--- src/hw/rtl/tbn_pkg.sv ---
// Shared constants and types for the text byte normaliser.
`timescale 1ns / 1ps

package tbn_pkg;

    localparam logic [7:0] MARK_B0    = 8'hEF;
    localparam logic [7:0] MARK_B1    = 8'hBB;
    localparam logic [7:0] MARK_B2    = 8'hBF;
    localparam logic [7:0] CTRL_LIMIT = 8'd32;
    localparam logic [7:0] CH_TAB     = 8'h09;
    localparam logic [7:0] CH_LF      = 8'h0A;
    localparam logic [7:0] CH_CR      = 8'h0D;

    typedef enum logic [1:0] {
        PH_START = 2'd0,
        PH_EF    = 2'd1,
        PH_EFBB  = 2'd2,
        PH_BODY  = 2'd3
    } tbn_phase_t;

    // One classified input item: up to three result bytes.
    typedef struct packed {
        logic [1:0]      cnt;
        logic            bare;
        logic            fin;
        logic [2:0][7:0] bytes;
    } tbn_job_t;

endpackage

--- src/hw/rtl/tbn_if.sv ---
// Valid/ready channel interfaces for input and result items.
`timescale 1ns / 1ps

interface tbn_in_if;
    logic       valid;
    logic       ready;
    logic [7:0] data_byte;
    logic       final_byte;

    modport source (output valid, output data_byte, output final_byte, input ready);
    modport sink   (input valid, input data_byte, input final_byte, output ready);
endinterface

interface tbn_out_if;
    logic       valid;
    logic       ready;
    logic [7:0] out_byte;
    logic       byte_valid;
    logic       end_of_text;

    modport source (output valid, output out_byte, output byte_valid, output end_of_text,
                    input ready);
    modport sink   (input valid, input out_byte, input byte_valid, input end_of_text,
                    output ready);
endinterface

--- src/hw/rtl/tbn_front.sv ---
// Front end: accepts bytes, tracks mark and CR state, builds one job per item.
`timescale 1ns / 1ps

module tbn_front
    import tbn_pkg::*;
(
    input  logic     clk,
    input  logic     rst_n,
    tbn_in_if.sink   text_in,
    input  logic     q_full,
    output logic     push,
    output tbn_job_t push_job
);

    tbn_phase_t phase_reg, phase_next;
    logic       cr_reg, cr_next;

    logic       fire;
    logic [7:0] b;
    logic       fin;

    logic       clean_v;
    logic [7:0] clean_b;
    logic       clean_cr;

    logic       use_clean;
    logic [1:0] pre_n;
    tbn_job_t   job;

    assign b             = text_in.data_byte;
    assign fin           = text_in.final_byte;
    assign text_in.ready = !q_full;
    assign fire          = text_in.valid && !q_full;

    always_ff @(posedge clk or negedge rst_n)
    begin
        if (!rst_n)
        begin
            phase_reg <= PH_START;
            cr_reg    <= 1'b0;
        end
        else if (fire)
        begin
            phase_reg <= phase_next;
            cr_reg    <= cr_next;
        end
    end

    // Line-ending and control filter
    always_comb
    begin
        clean_v  = 1'b1;
        clean_b  = b;
        clean_cr = 1'b0;
        if (cr_reg && b == CH_LF)
        begin
            clean_v = 1'b0;
        end
        else if (b == CH_CR)
        begin
            clean_b  = CH_LF;
            clean_cr = 1'b1;
        end
        else if (b < CTRL_LIMIT && b != CH_TAB && b != CH_LF)
        begin
            clean_v = 1'b0;
        end
    end

    always_comb
    begin
        phase_next = phase_reg;
        cr_next    = cr_reg;
        use_clean  = 1'b0;
        pre_n      = 2'd0;
        case (phase_reg)
            PH_START:
            begin
                if (b == MARK_B0)
                begin
                    phase_next = PH_EF;
                    pre_n      = fin ? 2'd1 : 2'd0;
                end
                else
                begin
                    phase_next = PH_BODY;
                    use_clean  = 1'b1;
                end
            end
            PH_EF:
            begin
                if (b == MARK_B1)
                begin
                    phase_next = PH_EFBB;
                    pre_n      = fin ? 2'd2 : 2'd0;
                end
                else
                begin
                    phase_next = PH_BODY;
                    pre_n      = 2'd1;
                    use_clean  = 1'b1;
                end
            end
            PH_EFBB:
            begin
                phase_next = PH_BODY;
                if (b != MARK_B2)
                begin
                    pre_n     = 2'd2;
                    use_clean = 1'b1;
                end
            end
            default:
            begin
                use_clean = 1'b1;
            end
        endcase

        if (use_clean)
            cr_next = clean_cr;

        job.cnt      = pre_n + {1'b0, use_clean && clean_v};
        job.bare     = 1'b0;
        job.fin      = fin;
        job.bytes[0] = (pre_n != 2'd0) ? MARK_B0 : clean_b;
        job.bytes[1] = (pre_n == 2'd2) ? MARK_B1 : clean_b;
        job.bytes[2] = clean_b;

        if (fin)
        begin
            if (job.cnt == 2'd0)
            begin
                job.cnt      = 2'd1;
                job.bare     = 1'b1;
                job.bytes[0] = 8'd0;
            end
            phase_next = PH_START;
            cr_next    = 1'b0;
        end
    end

    assign push     = fire && (job.cnt != 2'd0);
    assign push_job = job;

endmodule

--- src/hw/rtl/tbn_queue.sv ---
// Short job queue between the front and back ends.
`timescale 1ns / 1ps

module tbn_queue
    import tbn_pkg::*;
#(
    parameter int DEPTH = 4
)
(
    input  logic     clk,
    input  logic     rst_n,
    input  logic     push,
    input  tbn_job_t push_job,
    output logic     full,
    input  logic     pop,
    output tbn_job_t head_job,
    output logic     empty
);

    localparam int PW = (DEPTH > 1) ? $clog2(DEPTH) : 1;
    localparam int CW = $clog2(DEPTH + 1);
    localparam logic [PW-1:0] LAST_PTR = PW'(DEPTH - 1);
    localparam logic [CW-1:0] FULL_CNT = CW'(DEPTH);

    tbn_job_t      mem_reg [DEPTH];
    logic [PW-1:0] wr_ptr_reg, wr_ptr_next;
    logic [PW-1:0] rd_ptr_reg, rd_ptr_next;
    logic [CW-1:0] cnt_reg, cnt_next;

    assign full     = (cnt_reg == FULL_CNT);
    assign empty    = (cnt_reg == '0);
    assign head_job = mem_reg[rd_ptr_reg];

    always_comb
    begin
        wr_ptr_next = wr_ptr_reg;
        rd_ptr_next = rd_ptr_reg;
        cnt_next    = cnt_reg;
        if (push)
            wr_ptr_next = (wr_ptr_reg == LAST_PTR) ? '0 : wr_ptr_reg + 1'b1;
        if (pop)
            rd_ptr_next = (rd_ptr_reg == LAST_PTR) ? '0 : rd_ptr_reg + 1'b1;
        if (push && !pop)
            cnt_next = cnt_reg + 1'b1;
        else if (pop && !push)
            cnt_next = cnt_reg - 1'b1;
    end

    always_ff @(posedge clk or negedge rst_n)
    begin
        if (!rst_n)
        begin
            wr_ptr_reg <= '0;
            rd_ptr_reg <= '0;
            cnt_reg    <= '0;
        end
        else
        begin
            wr_ptr_reg <= wr_ptr_next;
            rd_ptr_reg <= rd_ptr_next;
            cnt_reg    <= cnt_next;
        end
    end

    always_ff @(posedge clk)
    begin
        if (push)
            mem_reg[wr_ptr_reg] <= push_job;
    end

endmodule

--- src/hw/rtl/tbn_back.sv ---
// Back end: unpacks queued jobs into result items, one per cycle while text_out is ready.
`timescale 1ns / 1ps

module tbn_back
    import tbn_pkg::*;
(
    input  logic     clk,
    input  logic     rst_n,
    input  tbn_job_t head_job,
    input  logic     empty,
    output logic     pop,
    tbn_out_if.source text_out
);

    logic [1:0] idx_reg, idx_next;
    logic       out_valid_reg;
    logic [7:0] out_byte_reg;
    logic       byte_valid_reg;
    logic       eot_reg;

    logic       load;
    logic       last;
    logic [7:0] sel_byte;

    assign load = !empty && (!out_valid_reg || text_out.ready);
    assign last = (idx_reg == head_job.cnt - 2'd1);
    assign pop  = load && last;

    always_comb
    begin
        case (idx_reg)
            2'd0:    sel_byte = head_job.bytes[0];
            2'd1:    sel_byte = head_job.bytes[1];
            default: sel_byte = head_job.bytes[2];
        endcase
        idx_next = idx_reg;
        if (load)
            idx_next = last ? 2'd0 : idx_reg + 2'd1;
    end

    always_ff @(posedge clk or negedge rst_n)
    begin
        if (!rst_n)
        begin
            idx_reg       <= 2'd0;
            out_valid_reg <= 1'b0;
        end
        else
        begin
            idx_reg <= idx_next;
            if (load)
                out_valid_reg <= 1'b1;
            else if (text_out.ready)
                out_valid_reg <= 1'b0;
        end
    end

    always_ff @(posedge clk)
    begin
        if (load)
        begin
            out_byte_reg   <= sel_byte;
            byte_valid_reg <= !head_job.bare;
            eot_reg        <= head_job.fin && last;
        end
    end

    assign text_out.valid       = out_valid_reg;
    assign text_out.out_byte    = out_byte_reg;
    assign text_out.byte_valid  = byte_valid_reg;
    assign text_out.end_of_text = eot_reg;

endmodule

--- src/hw/rtl/text_byte_normalizer_core.sv ---
// Top level of the text byte normaliser.
`timescale 1ns / 1ps

// Cleans a text stream one byte per item: strips a leading UTF-8 byte-order
// mark, turns CR LF and lone CR into LF, and drops control bytes below 32
// other than tab, LF and CR. The item flagged final_byte always produces a
// result with end_of_text set (a bare marker with byte_valid clear if it
// yields no byte). Input is taken at one item per cycle while the job queue
// has room; results leave at one per cycle, while the output is ready, from a
// registered output, and each item yields 0 to 3 results. An item's job
// passes through the job queue and then the output register.

module text_byte_normalizer_core
    import tbn_pkg::*;
#(
    parameter int QUEUE_DEPTH = 4
)
(
    input  logic      clk,
    input  logic      rst_n,
    tbn_in_if.sink    text_in,
    tbn_out_if.source text_out
);

    logic     q_full;
    logic     q_empty;
    logic     push;
    logic     pop;
    tbn_job_t push_job;
    tbn_job_t head_job;

    tbn_front u_front (
        .clk      (clk),
        .rst_n    (rst_n),
        .text_in  (text_in),
        .q_full   (q_full),
        .push     (push),
        .push_job (push_job)
    );

    tbn_queue #(
        .DEPTH (QUEUE_DEPTH)
    ) u_queue (
        .clk      (clk),
        .rst_n    (rst_n),
        .push     (push),
        .push_job (push_job),
        .full     (q_full),
        .pop      (pop),
        .head_job (head_job),
        .empty    (q_empty)
    );

    tbn_back u_back (
        .clk      (clk),
        .rst_n    (rst_n),
        .head_job (head_job),
        .empty    (q_empty),
        .pop      (pop),
        .text_out (text_out)
    );

endmodule
--- src/flat_wrapper.sv ---
// flat-port wrapper written by rule: the top's interface ports become plain ports
module text_byte_normalizer_core_flat import tbn_pkg::*;
#(
    parameter int QUEUE_DEPTH = 4
)
  (clk, rst_n, text_in_valid, text_in_data_byte, text_in_final_byte, text_in_ready, text_out_valid, text_out_out_byte, text_out_byte_valid, text_out_end_of_text, text_out_ready);
  tbn_in_if text_in_i ();
  tbn_out_if text_out_i ();
  input  logic clk;
  input  logic rst_n;
  input wire logic [$bits(text_in_i.valid)-1:0] text_in_valid;
  input wire logic [$bits(text_in_i.data_byte)-1:0] text_in_data_byte;
  input wire logic [$bits(text_in_i.final_byte)-1:0] text_in_final_byte;
  output wire logic [$bits(text_in_i.ready)-1:0] text_in_ready;
  output wire logic [$bits(text_out_i.valid)-1:0] text_out_valid;
  output wire logic [$bits(text_out_i.out_byte)-1:0] text_out_out_byte;
  output wire logic [$bits(text_out_i.byte_valid)-1:0] text_out_byte_valid;
  output wire logic [$bits(text_out_i.end_of_text)-1:0] text_out_end_of_text;
  input wire logic [$bits(text_out_i.ready)-1:0] text_out_ready;
  assign text_in_i.valid = text_in_valid;
  assign text_in_i.data_byte = text_in_data_byte;
  assign text_in_i.final_byte = text_in_final_byte;
  assign text_in_ready = text_in_i.ready;
  assign text_out_valid = text_out_i.valid;
  assign text_out_out_byte = text_out_i.out_byte;
  assign text_out_byte_valid = text_out_i.byte_valid;
  assign text_out_end_of_text = text_out_i.end_of_text;
  assign text_out_i.ready = text_out_ready;
  text_byte_normalizer_core #(.QUEUE_DEPTH(QUEUE_DEPTH)) u_core (.clk(clk), .rst_n(rst_n), .text_in(text_in_i), .text_out(text_out_i));
endmodule
--- config.mk ---
export PLATFORM = sky130hd
export DESIGN_NAME = text_byte_normalizer_core_flat
export DESIGN_NICKNAME = d
export VERILOG_FILES = /design/src/hw/rtl/tbn_pkg.sv /design/src/hw/rtl/tbn_if.sv /design/src/hw/rtl/tbn_front.sv /design/src/hw/rtl/tbn_queue.sv /design/src/hw/rtl/tbn_back.sv /design/src/hw/rtl/text_byte_normalizer_core.sv /design/src/flat_wrapper.sv
export SDC_FILE = /design/constraint.sdc
export NUM_CORES = 1
export LEC_CHECK = 0
export BUFFER_PORTS_ARGS = -buffer_cell sky130_fd_sc_hd__clkbuf_2
export CORE_ASPECT_RATIO = 0.5
export CORE_MARGIN = 5
export CORE_UTILIZATION = 66
export CTS_CLUSTER_SIZE = 20
export DETAILED_ROUTE_END_ITERATION = 10
export GPL_ROUTABILITY_DRIVEN = 0
export GPL_TIMING_DRIVEN = 0
export PLACE_DENSITY = 0.91
export SLEW_MARGIN = 0
export SYNTH_ARGS = -nofsm -noshare
export SYNTH_HDL_FRONTEND = slang
export SYNTH_SLANG_ARGS = --single-unit
--- constraint.sdc ---
create_clock -name clk -period 7.9 [get_ports clk]
set_input_delay 0.395 -clock clk [delete_from_list [all_inputs] [get_ports clk]]
set_output_delay 0.395 -clock clk [all_outputs]
set_load 0.005 [all_outputs]
# == Word-level counts from Yosys, hierarchy flattened ==
# Memories as Yosys holds them, arrays and structs flattened.
# Cells that the tools add are included.
# classes
n_addsub,7
n_mul,0
n_div,0
order_cmp,1
eq_ne,15
shifts,0
n_mux,39
bitwise,0
reduce_logical,30
# ops
operator,count
$mux W8,6
$mux W1,17
$eq A8 B4 Y1 const B,2
$eq A8 B8 Y1 const B,2
$mux W2,8
$ne A8 B4 Y1 const B,2
$pmux W8 S2,1
$mux W3,4
$pmux W2 S3,2
$logic_and A1 B1 Y1,11
$reduce_bool A2 Y1,5
$eq A2 B2 Y1 const B,4
$lt A8 B6 Y1 const B,1
$ne A8 B8 Y1 const B,1
$add A2 B1 Y2 const B,3
$logic_not A1 Y1,6
$logic_not A2 Y1,3
$eq A2 B1 Y1 const B,2
$reduce_and A2 Y1,2
$reduce_bool A4 Y1,1
$add A3 B1 Y3 const B,1
$eq A3 B3 Y1 const B,1
$logic_not A3 Y1,1
$pmux W1 S3,1
5 further kinds,5
# word_totals
reg_bits,23
latch_bits,0
ramBits,112
rom_bits,0
in_bits,13
output_inout_bits,12
elab_cells,103
n_memories,1
# mem_list
memory,depth,word_bits,rd,rd_clocked_by_memory_dff,write_ports,line,text
u_core.u_queue.mem_reg,4,28,1,0,1,tbn_queue.sv:25,tbn_job_t mem_reg [DEPTH];

# == Longest topological paths before layout ==
# depth
ltp_word,17
depth_mapped,16
ltp_nobuf,16

# == Cells and area by module ==
# A second synthesis with hierarchy kept.
# hier_totals
hier_cells,345
area_unflattened_um2,5805.6
# modules_own_cells
mod,n_inst,cells_per_inst,area_each_um2
tbn_queue,1,183,4456.8
tbn_back,1,65,675.6
tbn_front,1,97,673.1

# == Least setup slack after synthesis ==
# No wires, ideal clock.
# synth_path
kind,input port to flip-flop
from,input text_in_data_byte[6]
to,memory u_core.u_queue.mem_reg[3][0] (netlist bit) (enable)
arrival_time_ns,3.166
required_time_ns,7.513
slack_ns,4.347
stages,9
cell_sequence,nand4b_1 -> o31a_1 -> o21ba_2 -> nor2_1 -> ha_1 -> o31a_1 -> o32a_4 -> a31oi_4 -> and2_1
# synth_via
elab_chain_len,15
word_cells_on_any_way,31
classes_between,add/sub (1); order compare (1); eq/ne (7); mux (15); reduce/logical (7)
# synth_lines
item,line,text
start: declaration,flat_wrapper.sv:12,input wire logic [$bits(text_in_i.data_byte)-1:0] text_in_data_byte;
$lt A8 B6 Y1 or $ne A8 B4 Y1 (tied branches),tbn_front.sv:64,else if (b < CTRL_LIMIT && b != CH_TAB && b != CH_LF)
$logic_and A1 B1 Y1 (2 in series),tbn_front.sv:64,
$mux W1,tbn_front.sv:64,
$mux W1,tbn_front.sv:59,else if (b == CH_CR)
$mux W1,tbn_front.sv:55,if (cr_reg && b == CH_LF)
$logic_and A1 B1 Y1,tbn_front.sv:122,"job.cnt = pre_n + {1'b0, use_clean && clean_v};"
$add A2 B1 Y2 *,tbn_front.sv:122,
$logic_not A2 Y1,tbn_front.sv:131,if (job.cnt == 2'd0)
$mux W3,tbn_front.sv:131,
$mux W3 *,tbn_front.sv:129,if (fin)
$reduce_bool A2 Y1 *,tbn_front.sv:142,assign push = fire && (job.cnt != 2'd0);
$logic_and A1 B1 Y1 *,tbn_front.sv:142,
net u_core.push,text_byte_normalizer_core.sv:27,logic push;
$mux W1 *,tbn_queue.sv:67,if (push)
$mux W1 (implied by the code) *,tbn_queue.sv:68,mem_reg[wr_ptr_reg] <= push_job;
end: declaration,tbn_queue.sv:25,
# Mark *: on every way through the listed nets, which the timed path passes. The rest lies on a longest branch.

# == Worst setup path in the final report ==
# layout_path
from,register u_core.u_front.phase_reg[1]
to,register u_core.u_queue.cnt_reg[2]
# layout_via
elab_chain_len,12
word_cells_on_any_way,17
classes_between,add/sub (1); eq/ne (2); mux (5); reduce/logical (9)
# layout_lines
item,line,text
start: declaration,tbn_front.sv:15,"tbn_phase_t phase_reg, phase_next;"
start signal: assignment,tbn_front.sv:44,phase_reg <= phase_next;
"$eq A2 B2 Y1, or another cell as far along",tbn_front.sv:76,case (phase_reg)
$pmux W1 S3,tbn_front.sv:76,
$logic_and A1 B1 Y1,tbn_front.sv:122,
$add A2 B1 Y2 *,tbn_front.sv:122,
$logic_not A2 Y1,tbn_front.sv:131,
$mux W3,tbn_front.sv:131,
$mux W3 *,tbn_front.sv:129,
$reduce_bool A2 Y1 *,tbn_front.sv:142,
$logic_and A1 B1 Y1 *,tbn_front.sv:142,
net u_core.push,text_byte_normalizer_core.sv:27,
$logic_not A1 Y1,tbn_queue.sv:45,else if (pop && !push)
$logic_and A1 B1 Y1,tbn_queue.sv:45,
$reduce_bool A2 Y1 (no source line),n/a,
end signal: assignment,tbn_queue.sv:61,cnt_reg <= cnt_next;
end: declaration,tbn_queue.sv:28,"logic [CW-1:0] cnt_reg, cnt_next;"
# Marked as above.
# A chain may end at the register's enable or synchronous reset.

==> results.json <==
{
  "status": "complete, no violations",
  "min-delay-path-class": "input port to register",
  "critPathMaxFanout": 7,
  "clock_latency_ns": 0.41,
  "cts_tree": "done",
  "core.rowCount": 24,
  "drive_above_1_share": 0.263,
  "rsz0062_at_grt": "false",
  "layout.cells.most_common": "edfxtp_1",
  "avgSynthCellArea_um2": 17.4,
  "start_util": 0.668,
  "grt_use_total": 0.245,
  "wl_per_cell_um": 24.3,
  "max_freq_mhz": 268,
  "synth_nets": 358,
  "largest_register_ffs": 112,
  "cts-root-buf": "clkbuf_16",
  "synth_cells": 331,
  "routed_wl_um": 12300,
  "grt_pass1_wl_um": 19300,
  "max_slew_margin": 0.292,
  "min_period_over_period": 0.472,
  "viasPerCell": 6.52,
  "synthArstFlopShare": 0.0963,
  "tightest_slew_ns": 1.06,
  "antenna_found_initial": 0,
  "postCtsSetupBuffers": 0,
  "antenna_left": 0,
  "h-tree-depth": 4,
  "clk_pin_slew_ns": 0.06,
  "grt_max_degree": 29,
  "synth_seq_cells": 135,
  "post-route-min-period_ns": 3.73,
  "die_w_um": 142,
  "crit_required_ns": 8.24,
  "cts-resized-gates": 0,
  "vias": 3293,
  "synth.yosys.warnings": 0,
  "clockBufferDepth": 2,
  "synth_edf_count": 122,
  "die_h_um": 76.0,
  "critPathMaxStageDelay_ns": 0.41,
  "drt_iter0_drc": 484,
  "cp-end-kind": "register",
  "cts_hold_buf": 1,
  "io_pins": 25,
  "finalHoldViolations": 0,
  "path_cells": "inv_1, ha_1, o32ai_1, a22oi_1, ha_1, o31a_1, o32a_4, a31oi_4, ha_1, inv_1, fa_1, xor2_1, nor2_1, xor2_1",
  "power_density_mw_per_mm2": 433,
  "core-area_mm2": 0.00862,
  "grt_pass1_vias": 3462,
  "ys_seq_area_frac": 0.693,
  "portBuffers": 24,
  "dp_hpwl_um": 7140,
  "fin_skew_ns": 0.00763,
  "crit_top_cell": "ha_1",
  "report.final.setup_viol": 0,
  "drc": 0,
  "layout_common_cells": "edfxtp_1 (122), mux4_2 (28), clkbuf_2 (24)",
  "p_leak_nw": 2.37,
  "setup_tns_ns": 0,
  "crit_type": "register to register",
  "diodes": 0,
  "die-area_mm2": 0.0108,
  "dr.pass1.iters": 5,
  "cts.sinks": 135,
  "syn2layout_area_growth_pct": 14.5,
  "final_util": 0.765,
  "slew_violations": 0,
  "start_kind": "register",
  "grt.overflow.total": 0,
  "cts_buffers": 17,
  "netlist_area_mm2": 0.00576,
  "r2r_slack_ns": 4.17,
  "cap_violations": 0,
  "synth_cell_types": 54,
  "nNetsFinal": 402,
  "peakVddDrop_mv": 0.276,
  "cp_slowest_cell": "o32ai_1",
  "cp.arrival_ns": 4.07,
  "synth_flop_cell": "edfxtp_1"
}
-- per-layer routing --
metal | track usage | wire length [um]
met3 | 0.0853 | 1260
met4 | 0.0843 | 361
met1 | 0.319 | 4590
met5 | 0 | 0
met2 | 0.389 | 6040
-- report_power, final --
part	internal, mW	switching, mW	leakage (nW)
Sequential	1.08	0.0793	1.27
Combinational	0.398	0.559	0.826
Clock	0.460	0.278	0.269
Total	1.94	0.916	2.37
-- cells by family (layout without fill, tap and decap cells) --
group                    after synthesis  count (layout)  synth area share
AO/OA/AOI/OAI                         47              47            0.0626
adder cells (fa/ha/maj)               14              14            0.0317
AND/OR/NAND/NOR                       59              59            0.0558
buffers and inverters                 38              95            0.0267
multiplexers                          34              34             0.123
XOR/XNOR                               4               4           0.00739
flip-flops                           135             135             0.693
-- worst paths after layout --
kind	start	end	cells past startpoint
min	text_in_final_byte	u_core.u_queue.mem_reg[0][24]$_DFFE_PP_	1
max in group asynchronous	rst_n	u_core.u_queue.cnt_reg[1]$_DFFE_PN0P_	2
max reg2reg	u_core.u_front.phase_reg[1]$_DFFE_PN0P_	u_core.u_queue.cnt_reg[2]$_DFFE_PN0P_	14
min in group asynchronous	rst_n	u_core.u_queue.cnt_reg[0]$_DFFE_PN0P_	2
min reg2reg	u_core.u_queue.cnt_reg[2]$_DFFE_PN0P_	u_core.u_queue.cnt_reg[2]$_DFFE_PN0P_	1
max	u_core.u_front.phase_reg[1]$_DFFE_PN0P_	u_core.u_queue.cnt_reg[2]$_DFFE_PN0P_	14
-- Yosys cell counts, types with 2 or more instances --
master    number  area share
ha_1          13       0.028
and2_1         6      0.0065
edfxtp_1     122        0.64
inv_1         23       0.015
and3_1         2      0.0022
clkbuf_1       7      0.0046
nor2b_1        3      0.0033
o31a_1         3      0.0046
a22oi_1        9       0.012
nand3_1        5      0.0043
nor2_1        10      0.0065
nand4b_1       2      0.0030
o21ba_2        2      0.0035
a21oi_1        6      0.0052
nand2_1       14      0.0091
buf_1          3      0.0020
mux2_4         2      0.0052
nand2b_1       4      0.0043
mux2_1         2      0.0039
xor2_1         2      0.0030
nor3_1         2      0.0017
dfrtp_1       13       0.056
buf_2          3      0.0026
o21ai_0       11      0.0096
o21a_1         4      0.0052
buf_4          2      0.0026
nand4_1        2      0.0022
mux4_2        28        0.11
-- stage by stage --
stage / instance area (um^2) / hold slack [ns] / std cells / setup WS [ns] / total power [mW]
floorplan: 5760 / 0.0994 / 331 / 4.35 / 1.82
global placement: 6020 / 0.308 / 472 / 3.59 / 2.02
detailed placement: 6030 / 0.310 / 472 / 3.44 / 2.09
CTS: 6590 / 0.229 / 505 / 3.74 / 2.85
global route: 6590 / 0.227 / 505 / 3.98 / 3.00
finish: 6590 / 0.235 / 505 / 4.17 / 2.86
-- area by class of cell --
type                       count  area, um^2
sequential                   135        3990
fill                         428        2030
multi-input combinational    158        1620
clock buffer                  22         444
tap                          117         146
timing repair buffer          25         130
clock inverter                10         105
inverter                      23        86.3
buffer                        15        67.6
-- worst max-delay path, delay by kind of cell, from the launching register on --
family                   cells  cell delay (ns)
flip-flops                   1             0.39
XOR/XNOR                     2             0.33
adder cells (fa/ha/maj)      4             1.13
AO/OA/AOI/OAI                5             1.53
buffers and inverters        2             0.15
AND/OR/NAND/NOR              1             0.11
No activity file was read; power rests on OpenSTA's default activity.
